File: src/rtl/wcea_pkg.sv
// Shared constants, codes and types of the weighted counter energy accounting block.
package wcea_pkg;

  localparam int NUM_CPUS     = 4;
  localparam int NUM_COUNTERS = 18;
  localparam int NUM_SLOTS    = 19;
  localparam int WRAP_BITS    = 40;

  localparam int CPU_W    = 2;
  localparam int CNT_W    = 5;
  localparam int SLOT_W   = 5;
  localparam int VALUE_W  = 64;
  localparam int WEIGHT_W = 32;
  localparam int MASK_W   = NUM_COUNTERS;
  localparam int HALF_W   = VALUE_W / 2;

  localparam int ADDR_W    = CPU_W + SLOT_W;
  localparam int MEM_DEPTH = 1 << ADDR_W;

  localparam int IN_CPU_LO   = 0;
  localparam int IN_CNT_LO   = IN_CPU_LO + CPU_W;
  localparam int IN_VAL_LO   = IN_CNT_LO + CNT_W;
  localparam int IN_WSLOT_LO = IN_VAL_LO + VALUE_W;
  localparam int IN_WVAL_LO  = IN_WSLOT_LO + SLOT_W;
  localparam int IN_USED_W   = IN_WVAL_LO + WEIGHT_W;
  localparam int IN_DATA_W   = ((IN_USED_W + 7) / 8) * 8;

  localparam int OUT_USED_W = CPU_W + SLOT_W + 3 * VALUE_W;
  localparam int OUT_DATA_W = ((OUT_USED_W + 7) / 8) * 8;

  localparam logic CMD_SAMPLE = 1'b0;
  localparam logic CMD_WEIGHT = 1'b1;

  typedef enum logic {
    KIND_SAMPLE = 1'b0,
    KIND_WEIGHT = 1'b1
  } entry_kind_t;

  typedef struct packed {
    entry_kind_t              kind;
    logic [CPU_W-1:0]         cpu;
    logic [SLOT_W-1:0]        slot;
    logic [VALUE_W-1:0]       value;
  } queue_entry_t;

endpackage

File: src/rtl/wcea_front.sv
// Input side: holds the enable mask, classifies items and computes the compact slot.
module wcea_front (
  input  logic                           clk,
  input  logic                           rst,
  input  logic                           cfg_wr_en,
  input  logic [wcea_pkg::MASK_W-1:0]    cfg_wr_data,
  input  logic                           s_axis_tvalid,
  output logic                           s_axis_tready,
  input  logic [wcea_pkg::IN_DATA_W-1:0] s_axis_tdata,
  input  logic                           s_axis_tuser,
  input  logic                           q_full,
  output logic                           q_push,
  output wcea_pkg::queue_entry_t         q_entry
);
  import wcea_pkg::*;

  localparam int GRP_W  = 6;
  localparam int GROUPS = (NUM_COUNTERS + GRP_W - 1) / GRP_W;
  localparam int GCNT_W = $clog2(GRP_W + 1);

  logic [MASK_W-1:0]   enable_mask;
  logic [CPU_W-1:0]    cpu;
  logic [CNT_W-1:0]    counter;
  logic [VALUE_W-1:0]  value;
  logic [SLOT_W-1:0]   wslot;
  logic [WEIGHT_W-1:0] wvalue;
  logic [MASK_W-1:0]   below;
  logic [SLOT_W-1:0]   slot;
  logic                enabled;
  logic                keep;

  assign cpu    = s_axis_tdata[IN_CNT_LO-1:IN_CPU_LO];
  assign counter = s_axis_tdata[IN_VAL_LO-1:IN_CNT_LO];
  assign value  = s_axis_tdata[IN_WSLOT_LO-1:IN_VAL_LO];
  assign wslot  = s_axis_tdata[IN_WVAL_LO-1:IN_WSLOT_LO];
  assign wvalue = s_axis_tdata[IN_USED_W-1:IN_WVAL_LO];

  always_ff @(posedge clk) begin
    if (rst) begin
      enable_mask <= '0;
    end else if (cfg_wr_en) begin
      enable_mask <= cfg_wr_data;
    end
  end

  always_comb begin
    for (int i = 0; i < NUM_COUNTERS; i++) begin
      below[i] = enable_mask[i] && (CNT_W'(i) < counter);
    end
  end

  always_comb begin
    logic [GCNT_W-1:0] gcnt;
    slot = '0;
    for (int g = 0; g < GROUPS; g++) begin
      gcnt = '0;
      for (int j = 0; j < GRP_W; j++) begin
        if (g * GRP_W + j < NUM_COUNTERS) begin
          gcnt = gcnt + GCNT_W'(below[g * GRP_W + j]);
        end
      end
      slot = slot + SLOT_W'(gcnt);
    end
  end

  always_comb begin
    if (counter < CNT_W'(NUM_COUNTERS)) begin
      enabled = enable_mask[counter];
    end else begin
      enabled = (counter == CNT_W'(NUM_COUNTERS));
    end
  end

  always_comb begin
    q_entry = '0;
    if (s_axis_tuser == CMD_WEIGHT) begin
      keep          = (int'(wslot) < NUM_SLOTS);
      q_entry.kind  = KIND_WEIGHT;
      q_entry.slot  = wslot;
      q_entry.value = VALUE_W'(wvalue);
    end else begin
      keep          = (int'(cpu) < NUM_CPUS) && enabled && (int'(slot) < NUM_SLOTS);
      q_entry.kind  = KIND_SAMPLE;
      q_entry.cpu   = cpu;
      q_entry.slot  = slot;
      q_entry.value = value;
    end
  end

  assign s_axis_tready = !q_full;
  assign q_push        = s_axis_tvalid && !q_full && keep;

endmodule

File: config.mk
export PLATFORM = sky130hd
export DESIGN_NAME = wcea_front
export DESIGN_NICKNAME = d
export VERILOG_FILES = /design/src/rtl/wcea_pkg.sv /design/src/rtl/wcea_front.sv
export SDC_FILE = /design/constraint.sdc
export NUM_CORES = 1
export LEC_CHECK = 0
export CAP_MARGIN = 30
export CORE_AREA = 5 5 78 80
export CTS_BUF_LIST = sky130_fd_sc_hd__clkbuf_2 sky130_fd_sc_hd__clkbuf_4 sky130_fd_sc_hd__clkbuf_8
export DETAILED_ROUTE_END_ITERATION = 12
export DIE_AREA = 0 0 83 85
export DONT_BUFFER_PORTS = 1
export SLEW_MARGIN = 25
export SYNTH_ARGS = -nofsm -noshare
export SYNTH_HDL_FRONTEND = slang
export SYNTH_SLANG_ARGS = --single-unit
File: constraint.sdc
create_clock -name clk -period 7.6 [get_ports clk]
set_clock_uncertainty 0.2 [all_clocks]
set_input_delay 0.76 -clock clk [delete_from_list [all_inputs] [get_ports clk]]
set_output_delay 0.76 -clock clk [all_outputs]
set_load 0.005 [all_outputs]
==> flow_summary.yaml <==
layout:
  reg_top3: "enable_mask (18)"
  largest_reg_flops: 18
  n_fill_cell: 571
  final_cell_mix: "nor2b_1 (36), mux2_2 (35), nor2_1 (26)"
  regMostFlops: "enable_mask"
  fin_nets: 378
  drive_gt1_frac: 0.199
  final_common_cell: "nor2b_1"
  area_growth_pct: 2.79
  instances_no_fill: 296
logic_synthesis:
  synth.top_cell.area_share: 0.183
  synth.net_count: 394
  synth_edf_count: 0
  yosys_register_bits: 18
  ys_types: 34
  synth.cell_area_um2: 2150
  synth-async-reset-ratio: 0
  yosysWarningCount: 0
  syn_inst: 238
  synth-seq-area-share: 0.167
  synth_area_per_cell_um2: 9.04
  synthFlopType: "dfxtp_1"
  yosysTopAreaCell: "mux2_2"
  synthTopCellsByArea: "mux2_2 (18%), dfxtp_1 (17%), fa_1 (11%)"
drt:
  first_pass_iters: 4
  vias: 1752
  dr_wl_met2_um: 3650
  routed_via_density: 5.92
  ant_nets: 0
  wl_met3_um: 1010
  drc: 0
  met1_length_um: 3230
  wire_per_inst_um: 27.2
  finalWirelength_um: 8050
  top_layer: "met5"
  drtIter0Drc: 64
grt:
  grt.overflow.total: 0
  grtUsageTotal: 0.213
  antenna_found_initial: 10
  grt_max_degree: 74
  grt_pass1_vias: 1807
  grt_pass1_wl_um: 11200
clocking:
  cts_tree: "yes"
  cts-root-buf: "clkbuf_8"
  clk_pin_slew_ns: 0.06
  cts_made_buffers: 3
  cts-resized-gates: 0
  clock_sinks: 18
  htree_levels: 1
  postCtsHoldBufs: 0
  post_cts_buffers: 0
  clockBufferDepth: 2
  clock_latency_ns: 0.25
setup_path:
  critical-path-top-delay-family: "adder cells"
  worst_path_largest_cell_delay_ns: 0.56
  cp_num_buf_inv: 2
  worstSetupStartpointType: "input port"
  cp.required_ns: 6.64
  cpMostUsedCell: "fa_1"
  path_class: "in2out"
  end_kind: "output pin"
  cp_max_fo: 14
  cp_slowest_cell: "fa_1"
  cp_cell_sequence: "or2_2 > o41a_1 > fa_1 > fa_1 > fa_1 > inv_1 > fa_1 > inv_1 > fa_1 > ha_1 > fa_1 > a21o_1 > a21oi_1 > a21oi_1 > o22ai_2"
  cp.arrival_ns: 5.36
power_and_ir_drop:
  power_leakage_nw: 0.972
  total_power_uw: 316
  vdd_drop_max_uv: 86.8
  power_density_nw_per_um2: 143
timing:
  drv_slew: 0
  setup_tns_ns: 0
  period_share: 0.831
  grt_setup_unrepaired: "no"
  tightest_slew_ns: 0.354
  fin_crit_ns: 6.32
  maxClockFrequency_mhz: 158
  maxSlewHeadroom: 0.761
  finalHoldViolCount: 0
  setup-violations-final: 0
floorplan:
  rows: 27
  core_um2: 5340
  die_area_um2: 7060
  floorplan.die.height_um: 85
  ioPinCount: 210
  chipWidth_um: 83
  start_util: 0.403
placed_design:
  gp_congestion: 0.852
  dpl.cell_count: 289
  dpl.hpwl_um: 7170
  port_buffers: 0
hold_path:
  min_path_type: "reg2reg"
run:
  drv_cap: 0
status:
  status: "complete, no violations"
[report_power, final]
part	leakage (nW)	internal (mW)	switching [mW]	total (mW)
Combinational	0.795	0.0668	0.0669	0.134
Clock	0.0288	0.0460	0.0311	0.0771
Sequential	0.149	0.100	0.00463	0.105
Total	0.972	0.213	0.103	0.316
[stage by stage]
| stage | util | hold WS, ns | setup WS (ns) | instance area [um2] |
|---|---|---|---|---|
| 6_report | 0.414 | 0.318 | 1.28 | 2210 |
| 5_1_grt | 0.414 | 0.356 | 1.07 | 2210 |
| 4_1_cts | 0.413 | 0.329 | 1.27 | 2200 |
| 3_5_place_dp | 0.403 | 0.311 | 1.28 | 2150 |
| 3_3_place_gp | 0.403 | 0.304 | 1.33 | 2150 |
| 2_1_floorplan | - | 0.269 | 1.32 | 2150 |
[per-layer routing]
layer | global-route usage | up-vias
li1 | - | 781
met1 | 0.244 | 809
met2 | 0.337 | 130
met3 | 0.146 | 20
met4 | 0.0282 | 12
met5 | 0 | -
[worst paths after layout]
kind / start / endpoint / slack, ns / cells past startpoint
worst max register to register: enable_mask[16] / enable_mask[16] / 6.78 / 2
worst max-delay path: s_axis_tdata[6] / q_push / 1.28 / 15
worst min-delay path: enable_mask[5] / enable_mask[5] / 0.32 / 2
worst min register to register: enable_mask[5] / enable_mask[5] / 0.32 / 2
[synthesized netlist by cell type (all sizes together) (2+ instances only)]
cell and instances:
a21boi 4, a21o 2, a21oi 7, and3 2, buf 5, clkbuf 16, dfxtp 18, fa 12
ha 8, inv 8, mux2 35, mux2i 23, mux4 3, nand2 6, nand3 2, nor2 26
nor2b 36, o21a 4, o21ai 7, o31a 2, xor2 2
[logic make-up (layout without fill, tap and decap cells)]
logic type	count (synthesis)	count (layout)	synth area share
multiplexers	61	61	0.322
AO/OA/AOI/OAI	31	31	0.101
XOR/XNOR	2	2	0.00814
flip-flops	18	18	0.167
buffers and inverters	29	12	0.0570
adder cells (fa/ha/maj)	20	20	0.158
AND/OR/NAND/NOR	77	77	0.187
other	0	3	0
[worst reg2reg max path: stages (launching register included)]
cell     delay, ns
dfxtp_1       0.33
mux2i_1       0.14
nor2_1        0.05
[area by class of cell]
type	count	area, um2	share of cell area
multi-input combinational	191	1670	0.755
sequential	18	360	0.163
tap	72	90.1	0.0407
clock buffer	4	55.1	0.0249
inverter	8	30.0	0.0136
antenna	3	7.51	0.00339
Power figures use the tool's default switching activity.
