--- config.mk ---
export PLATFORM = sky130hd
export DESIGN_NAME = wcea_queue
export DESIGN_NICKNAME = d
export VERILOG_FILES = /design/src/rtl/wcea_pkg.sv /design/src/rtl/wcea_queue.sv
export SDC_FILE = /design/constraint.sdc
export NUM_CORES = 1
export LEC_CHECK = 0
export BUFFER_PORTS_ARGS = -buffer_cell sky130_fd_sc_hd__buf_4
export CAP_MARGIN = 30
export CORE_ASPECT_RATIO = 0.7
export CORE_MARGIN = 3
export CORE_UTILIZATION = 50
export CTS_CLUSTER_SIZE = 40
export DETAILED_ROUTE_END_ITERATION = 6
export GPL_TIMING_DRIVEN = 0
export HOLD_SLACK_MARGIN = 0.02
export PLACE_DENSITY = 0.74
export SLEW_MARGIN = 40
export SYNTH_ARGS = -nofsm -noshare
export SYNTH_HDL_FRONTEND = slang
export SYNTH_SLANG_ARGS = --single-unit
export TNS_END_PERCENT = 5
--- constraint.sdc ---
create_clock -name clk -period 2.8 [get_ports clk]
set_input_delay 0.28 -clock clk [delete_from_list [all_inputs] [get_ports clk]]
set_output_delay 0.28 -clock clk [all_outputs]
set_load 0.05 [all_outputs]
--- src/rtl/wcea_pkg.sv ---
// Shared constants, codes and types of the weighted counter energy accounting block.
package wcea_pkg;

  localparam int NUM_CPUS     = 4;
  localparam int NUM_COUNTERS = 18;
  localparam int NUM_SLOTS    = 19;
  localparam int WRAP_BITS    = 40;

  localparam int CPU_W    = 2;
  localparam int CNT_W    = 5;
  localparam int SLOT_W   = 5;
  localparam int VALUE_W  = 64;
  localparam int WEIGHT_W = 32;
  localparam int MASK_W   = NUM_COUNTERS;
  localparam int HALF_W   = VALUE_W / 2;

  localparam int ADDR_W    = CPU_W + SLOT_W;
  localparam int MEM_DEPTH = 1 << ADDR_W;

  localparam int IN_CPU_LO   = 0;
  localparam int IN_CNT_LO   = IN_CPU_LO + CPU_W;
  localparam int IN_VAL_LO   = IN_CNT_LO + CNT_W;
  localparam int IN_WSLOT_LO = IN_VAL_LO + VALUE_W;
  localparam int IN_WVAL_LO  = IN_WSLOT_LO + SLOT_W;
  localparam int IN_USED_W   = IN_WVAL_LO + WEIGHT_W;
  localparam int IN_DATA_W   = ((IN_USED_W + 7) / 8) * 8;

  localparam int OUT_USED_W = CPU_W + SLOT_W + 3 * VALUE_W;
  localparam int OUT_DATA_W = ((OUT_USED_W + 7) / 8) * 8;

  localparam logic CMD_SAMPLE = 1'b0;
  localparam logic CMD_WEIGHT = 1'b1;

  typedef enum logic {
    KIND_SAMPLE = 1'b0,
    KIND_WEIGHT = 1'b1
  } entry_kind_t;

  typedef struct packed {
    entry_kind_t              kind;
    logic [CPU_W-1:0]         cpu;
    logic [SLOT_W-1:0]        slot;
    logic [VALUE_W-1:0]       value;
  } queue_entry_t;

endpackage

--- src/rtl/wcea_queue.sv ---
// Small register queue between the classifying front and the computing back.
module wcea_queue #(
  parameter int DEPTH = 4
) (
  input  logic                   clk,
  input  logic                   rst,
  input  logic                   push,
  input  wcea_pkg::queue_entry_t entry_in,
  output logic                   full,
  input  logic                   pop,
  output logic                   empty,
  output wcea_pkg::queue_entry_t entry_out
);
  import wcea_pkg::*;

  localparam int PTR_W = (DEPTH > 1) ? $clog2(DEPTH) : 1;
  localparam int CNT_W = $clog2(DEPTH + 1);

  queue_entry_t     store [DEPTH];
  logic [PTR_W-1:0] wr_ptr;
  logic [PTR_W-1:0] rd_ptr;
  logic [CNT_W-1:0] count;

  assign full      = (count == CNT_W'(DEPTH));
  assign empty     = (count == '0);
  assign entry_out = store[rd_ptr];

  always_ff @(posedge clk) begin
    if (push) begin
      store[wr_ptr] <= entry_in;
    end
  end

  always_ff @(posedge clk) begin
    if (rst) begin
      wr_ptr <= '0;
      rd_ptr <= '0;
      count  <= '0;
    end else begin
      if (push) begin
        wr_ptr <= (wr_ptr == PTR_W'(DEPTH - 1)) ? '0 : wr_ptr + 1'b1;
      end
      if (pop) begin
        rd_ptr <= (rd_ptr == PTR_W'(DEPTH - 1)) ? '0 : rd_ptr + 1'b1;
      end
      if (push && !pop) begin
        count <= count + 1'b1;
      end else if (pop && !push) begin
        count <= count - 1'b1;
      end
    end
  end

endmodule

==> reports/summary.log <==
[run_status] run status complete, no violations
[floorplanning] effective utilization at floorplan 51.7%
[clocking] Gates resized, CTS repair 0
[finish] diode count 0
[min_path] worst hold-check path type in -> reg
[clocking] TritonCTS buffer count 27
[floorplanning] horizontal die dimension 183 um
[worst_setup_path] crit-path cells clkbuf_1 > buf_2 > mux4_2 > buf_4
[worst_setup_path] sort of element at the end of the critical path output port
[power] highest ir drop seen on vdd 545 uV
[synth] Mapped Area 0.0109 sq mm
[synth] Unique masters post-synth 20
[placed_design] post-detail-place hpwl 12.2 mm
[synth] share of synthesized cell area in full adder, half adder and majority cells 0.872%
[clocking] CTS tree built
[placed_design] number of input and output port buffers inserted 149
[worst_setup_path] element type at the critical path start flop
[sta] Achievable Freq 0.396 GHz
[routing] final antenna-violating net count 0
[global_routing] first-pass GRT wire length 31.2 mm
[clocking] total number of H-tree levels 1
[global_routing] GR Layer Usage met1 24.3%
[global_routing] global-route met3 utilization 4.38%
[sta] setup repair after global routing missed its margin false
[worst_setup_path] Critical Path Slowest Stage Cell sky130_fd_sc_hd__clkbuf_1
[worst_setup_path] Max FO, Critical Path 10
[worst_setup_path] stage delay of the slowest cell on the critical path 450 ps
[floorplanning] number of I/O pins 150
[floorplanning] floorplan core area 0.0211 sq mm
[sta] final setup skew 6.39 ps
[floorplanning] count of standard-cell rows 44
[synth] flip-flop and latch count after synthesis 297
[power] Power Dens Cells 707 mW/mm^2
[global_routing] number of global-route vias before repair 5653
[finish] nets 762
[routing] violation count after the first detailed-route iteration 458
[global_routing] largest net degree at the start of global routing 36
[synth] compound-gate portion of the synthesized area 0.138%
[global_routing] most utilized layer in the global route result met2
[worst_setup_path] worst setup path category reg -> out
[synth] sequential-to-total area share from yosys stat 80.9%
[worst_setup_path] worst endpoint required time 2520 ps
[routing] average vias per placed instance 5.38
[floorplanning] Die Outline Area 0.0237 sq mm
[clocking] Bufs on Longest Clock Path 3
[synth] per-instance average area after synthesis 26.0 sq um
[global_routing] antenna violations before repair 0
[sta] WHS 81.8 ps
[clocking] Clk Latency, worst-skew pair 520 ps
[routing] drt first pass iters 4
[sta] minimum period implied by the final worst setup slack 2520 ps
[clocking] register clock-pin slew on the reported worst setup and hold paths 60 ps
[synth] Cells after Synth 420
[placed_design] pre-CTS setup slack 755 ps
[floorplanning] vertical die dimension 130 um
[synth] synthesized netlist net count 503
[global_routing] global routing met2 resource utilization 27.7%
[clocking] setup bufs post-CTS 0
[routing] vias after detailed routing 5254
[sta] final hold vios 0
[global_routing] aggregate global routing overflow 0
[placed_design] final weighted congestion in routability-driven placement 0.714
[synth] combinational family with the most area after synthesis multiplexers
[synth] mux contribution to synthesized area 15.3%
[clocking] number of hold buffers added after cts 73
[sta] period utilization 90.2%
[synth] number of warnings issued by yosys 0
[sta] slew of the pin with the lowest slew margin 582 ps
[synth] xor/xnor cell area share of the yosys netlist 0.161%
[global_routing] all-layer global routing usage 17.1%
[sta] Slew HR 61.2%
[sta] final setup slack of the worst path 276 ps
[routing] DR WL/cell 20.6 um
[finish] fraction of final layout cells with drive strength greater than 1 39.9%
[clocking] clock sinks 297
[finish] Layout area overhead 28.8%
[power] leakage power total 4.83 nW
[routing] total DRC errors in the routed layout 0
[clocking] Root Buffer Master sky130_fd_sc_hd__clkbuf_16
[run] MaxCap Viol Count 0
[routing] Final Routed Wirelength 20.1 mm
[synth] simple logic cell fraction of the synthesized area 0.711%
[worst_setup_path] endpoint arrival time on the critical path 2240 ps
[sta] number of endpoints failing setup at the final stage 0
[sta] Pins Over Slew Limit 0
[layout by cell type, fill, tap and decap left out, drive strengths merged]
| cell | count |
|---|---|
| a21oi | 2 |
| and2 | 4 |
| buf | 172 |
| clkbuf | 40 |
| clkinv | 9 |
| clkinvlp | 1 |
| dfxtp | 9 |
| dlygate4sd3 | 73 |
| edfxtp | 288 |
| fa | 1 |
| ha | 6 |
| inv | 5 |
| mux2i | 4 |
| mux4 | 72 |
| nor2 | 7 |
| nor3 | 1 |
| nor3b | 2 |
| o21ai | 1 |
| or3 | 1 |
| xor2 | 2 |
[cell families after synthesis]
group | count (synthesis)
buf+inv | 20
xor+xnor | 2
fa+ha+maj | 7
flops | 297
simple gates | 15
compound gates | 3
mux | 76
[per-layer routing]
layer	vias up	wire length, um
met3	28	1550
met5	-	0
met4	0	337
li1	2320	-
met1	2707	8460
met2	199	9760
[worst paths after layout]
| path | startpoint | slack [ps] | depth (start not counted) | to |
|---|---|---|---|---|
| min | pop | 80 | 3 | flop |
| max | flop | 280 | 4 | entry_out[47] |
| min reg2reg | count[2] | 540 | 2 | count[2] |
| max reg2reg | count[0] | 1310 | 4 | count[2] |
[through the flow]
step | total power [mW] | utilization, % | setup TNS (ps) | instances | area, sq um
after floorplan | 6.20 | - | 0 | 420 | 10900
after global placement | 6.65 | 58.7 | -307890 | 845 | 12400
after detailed placement | 6.70 | 59.5 | 0 | 853 | 12500
after CTS | 10.0 | 66.6 | 0 | 976 | 14000
after global routing | 10.3 | 66.6 | 0 | 976 | 14000
final | 9.94 | 66.6 | 0 | 976 | 14000
[where the power goes]
group          switching, mW  total [mW]  internal (mW)
clock network           1.47        3.26           1.79
logic                  0.939        1.54          0.600
registers             0.0521        5.14           5.09
[synthesized netlist by cell type]
cell type / count / area [sq um]
sky130_fd_sc_hd__a21oi_1: 2 / 10.0
sky130_fd_sc_hd__o21ai_0: 1 / 5.00
sky130_fd_sc_hd__edfxtp_1: 288 / 8650
sky130_fd_sc_hd__inv_1: 4 / 15.0
sky130_fd_sc_hd__and2_1: 4 / 25.0
sky130_fd_sc_hd__or3_1: 1 / 6.26
sky130_fd_sc_hd__fa_1: 1 / 20.0
sky130_fd_sc_hd__xor2_1: 2 / 17.5
sky130_fd_sc_hd__nor2_1: 7 / 26.3
sky130_fd_sc_hd__mux4_2: 70 / 1580
sky130_fd_sc_hd__buf_2: 7 / 35.0
sky130_fd_sc_hd__mux2i_1: 4 / 40.0
sky130_fd_sc_hd__dfxtp_1: 9 / 180
sky130_fd_sc_hd__nor3_1: 1 / 5.00
sky130_fd_sc_hd__ha_1: 6 / 75.1
sky130_fd_sc_hd__clkbuf_1: 1 / 3.75
sky130_fd_sc_hd__mux4_1: 2 / 52.6
sky130_fd_sc_hd__nor3b_1: 2 / 15.0
sky130_fd_sc_hd__buf_6: 1 / 11.3
sky130_fd_sc_hd__buf_12: 7 / 140
[flip-flops by register name (all words and copies together) (netlist names), named ones only]
register,flops
rd_ptr,2
count,3
wr_ptr,2
store,288
[worst max-delay path, delay by kind of cell (launching register included)]
family / cells / cell delay [ps]
buf+inv: 3 / 1040
mux: 1 / 370
flops: 1 / 300
[cell type report]
class | instances | area [sq um]
timing repair buffer | 230 | 2010
fill | 1312 | 7040
multi-input combinational | 103 | 1880
sequential | 297 | 8830
clock inverter | 11 | 55.1
inverter | 4 | 15.0
tap | 276 | 345
clock buffer | 39 | 721
buffer | 16 | 190
(Power assumes the default switching activity.)
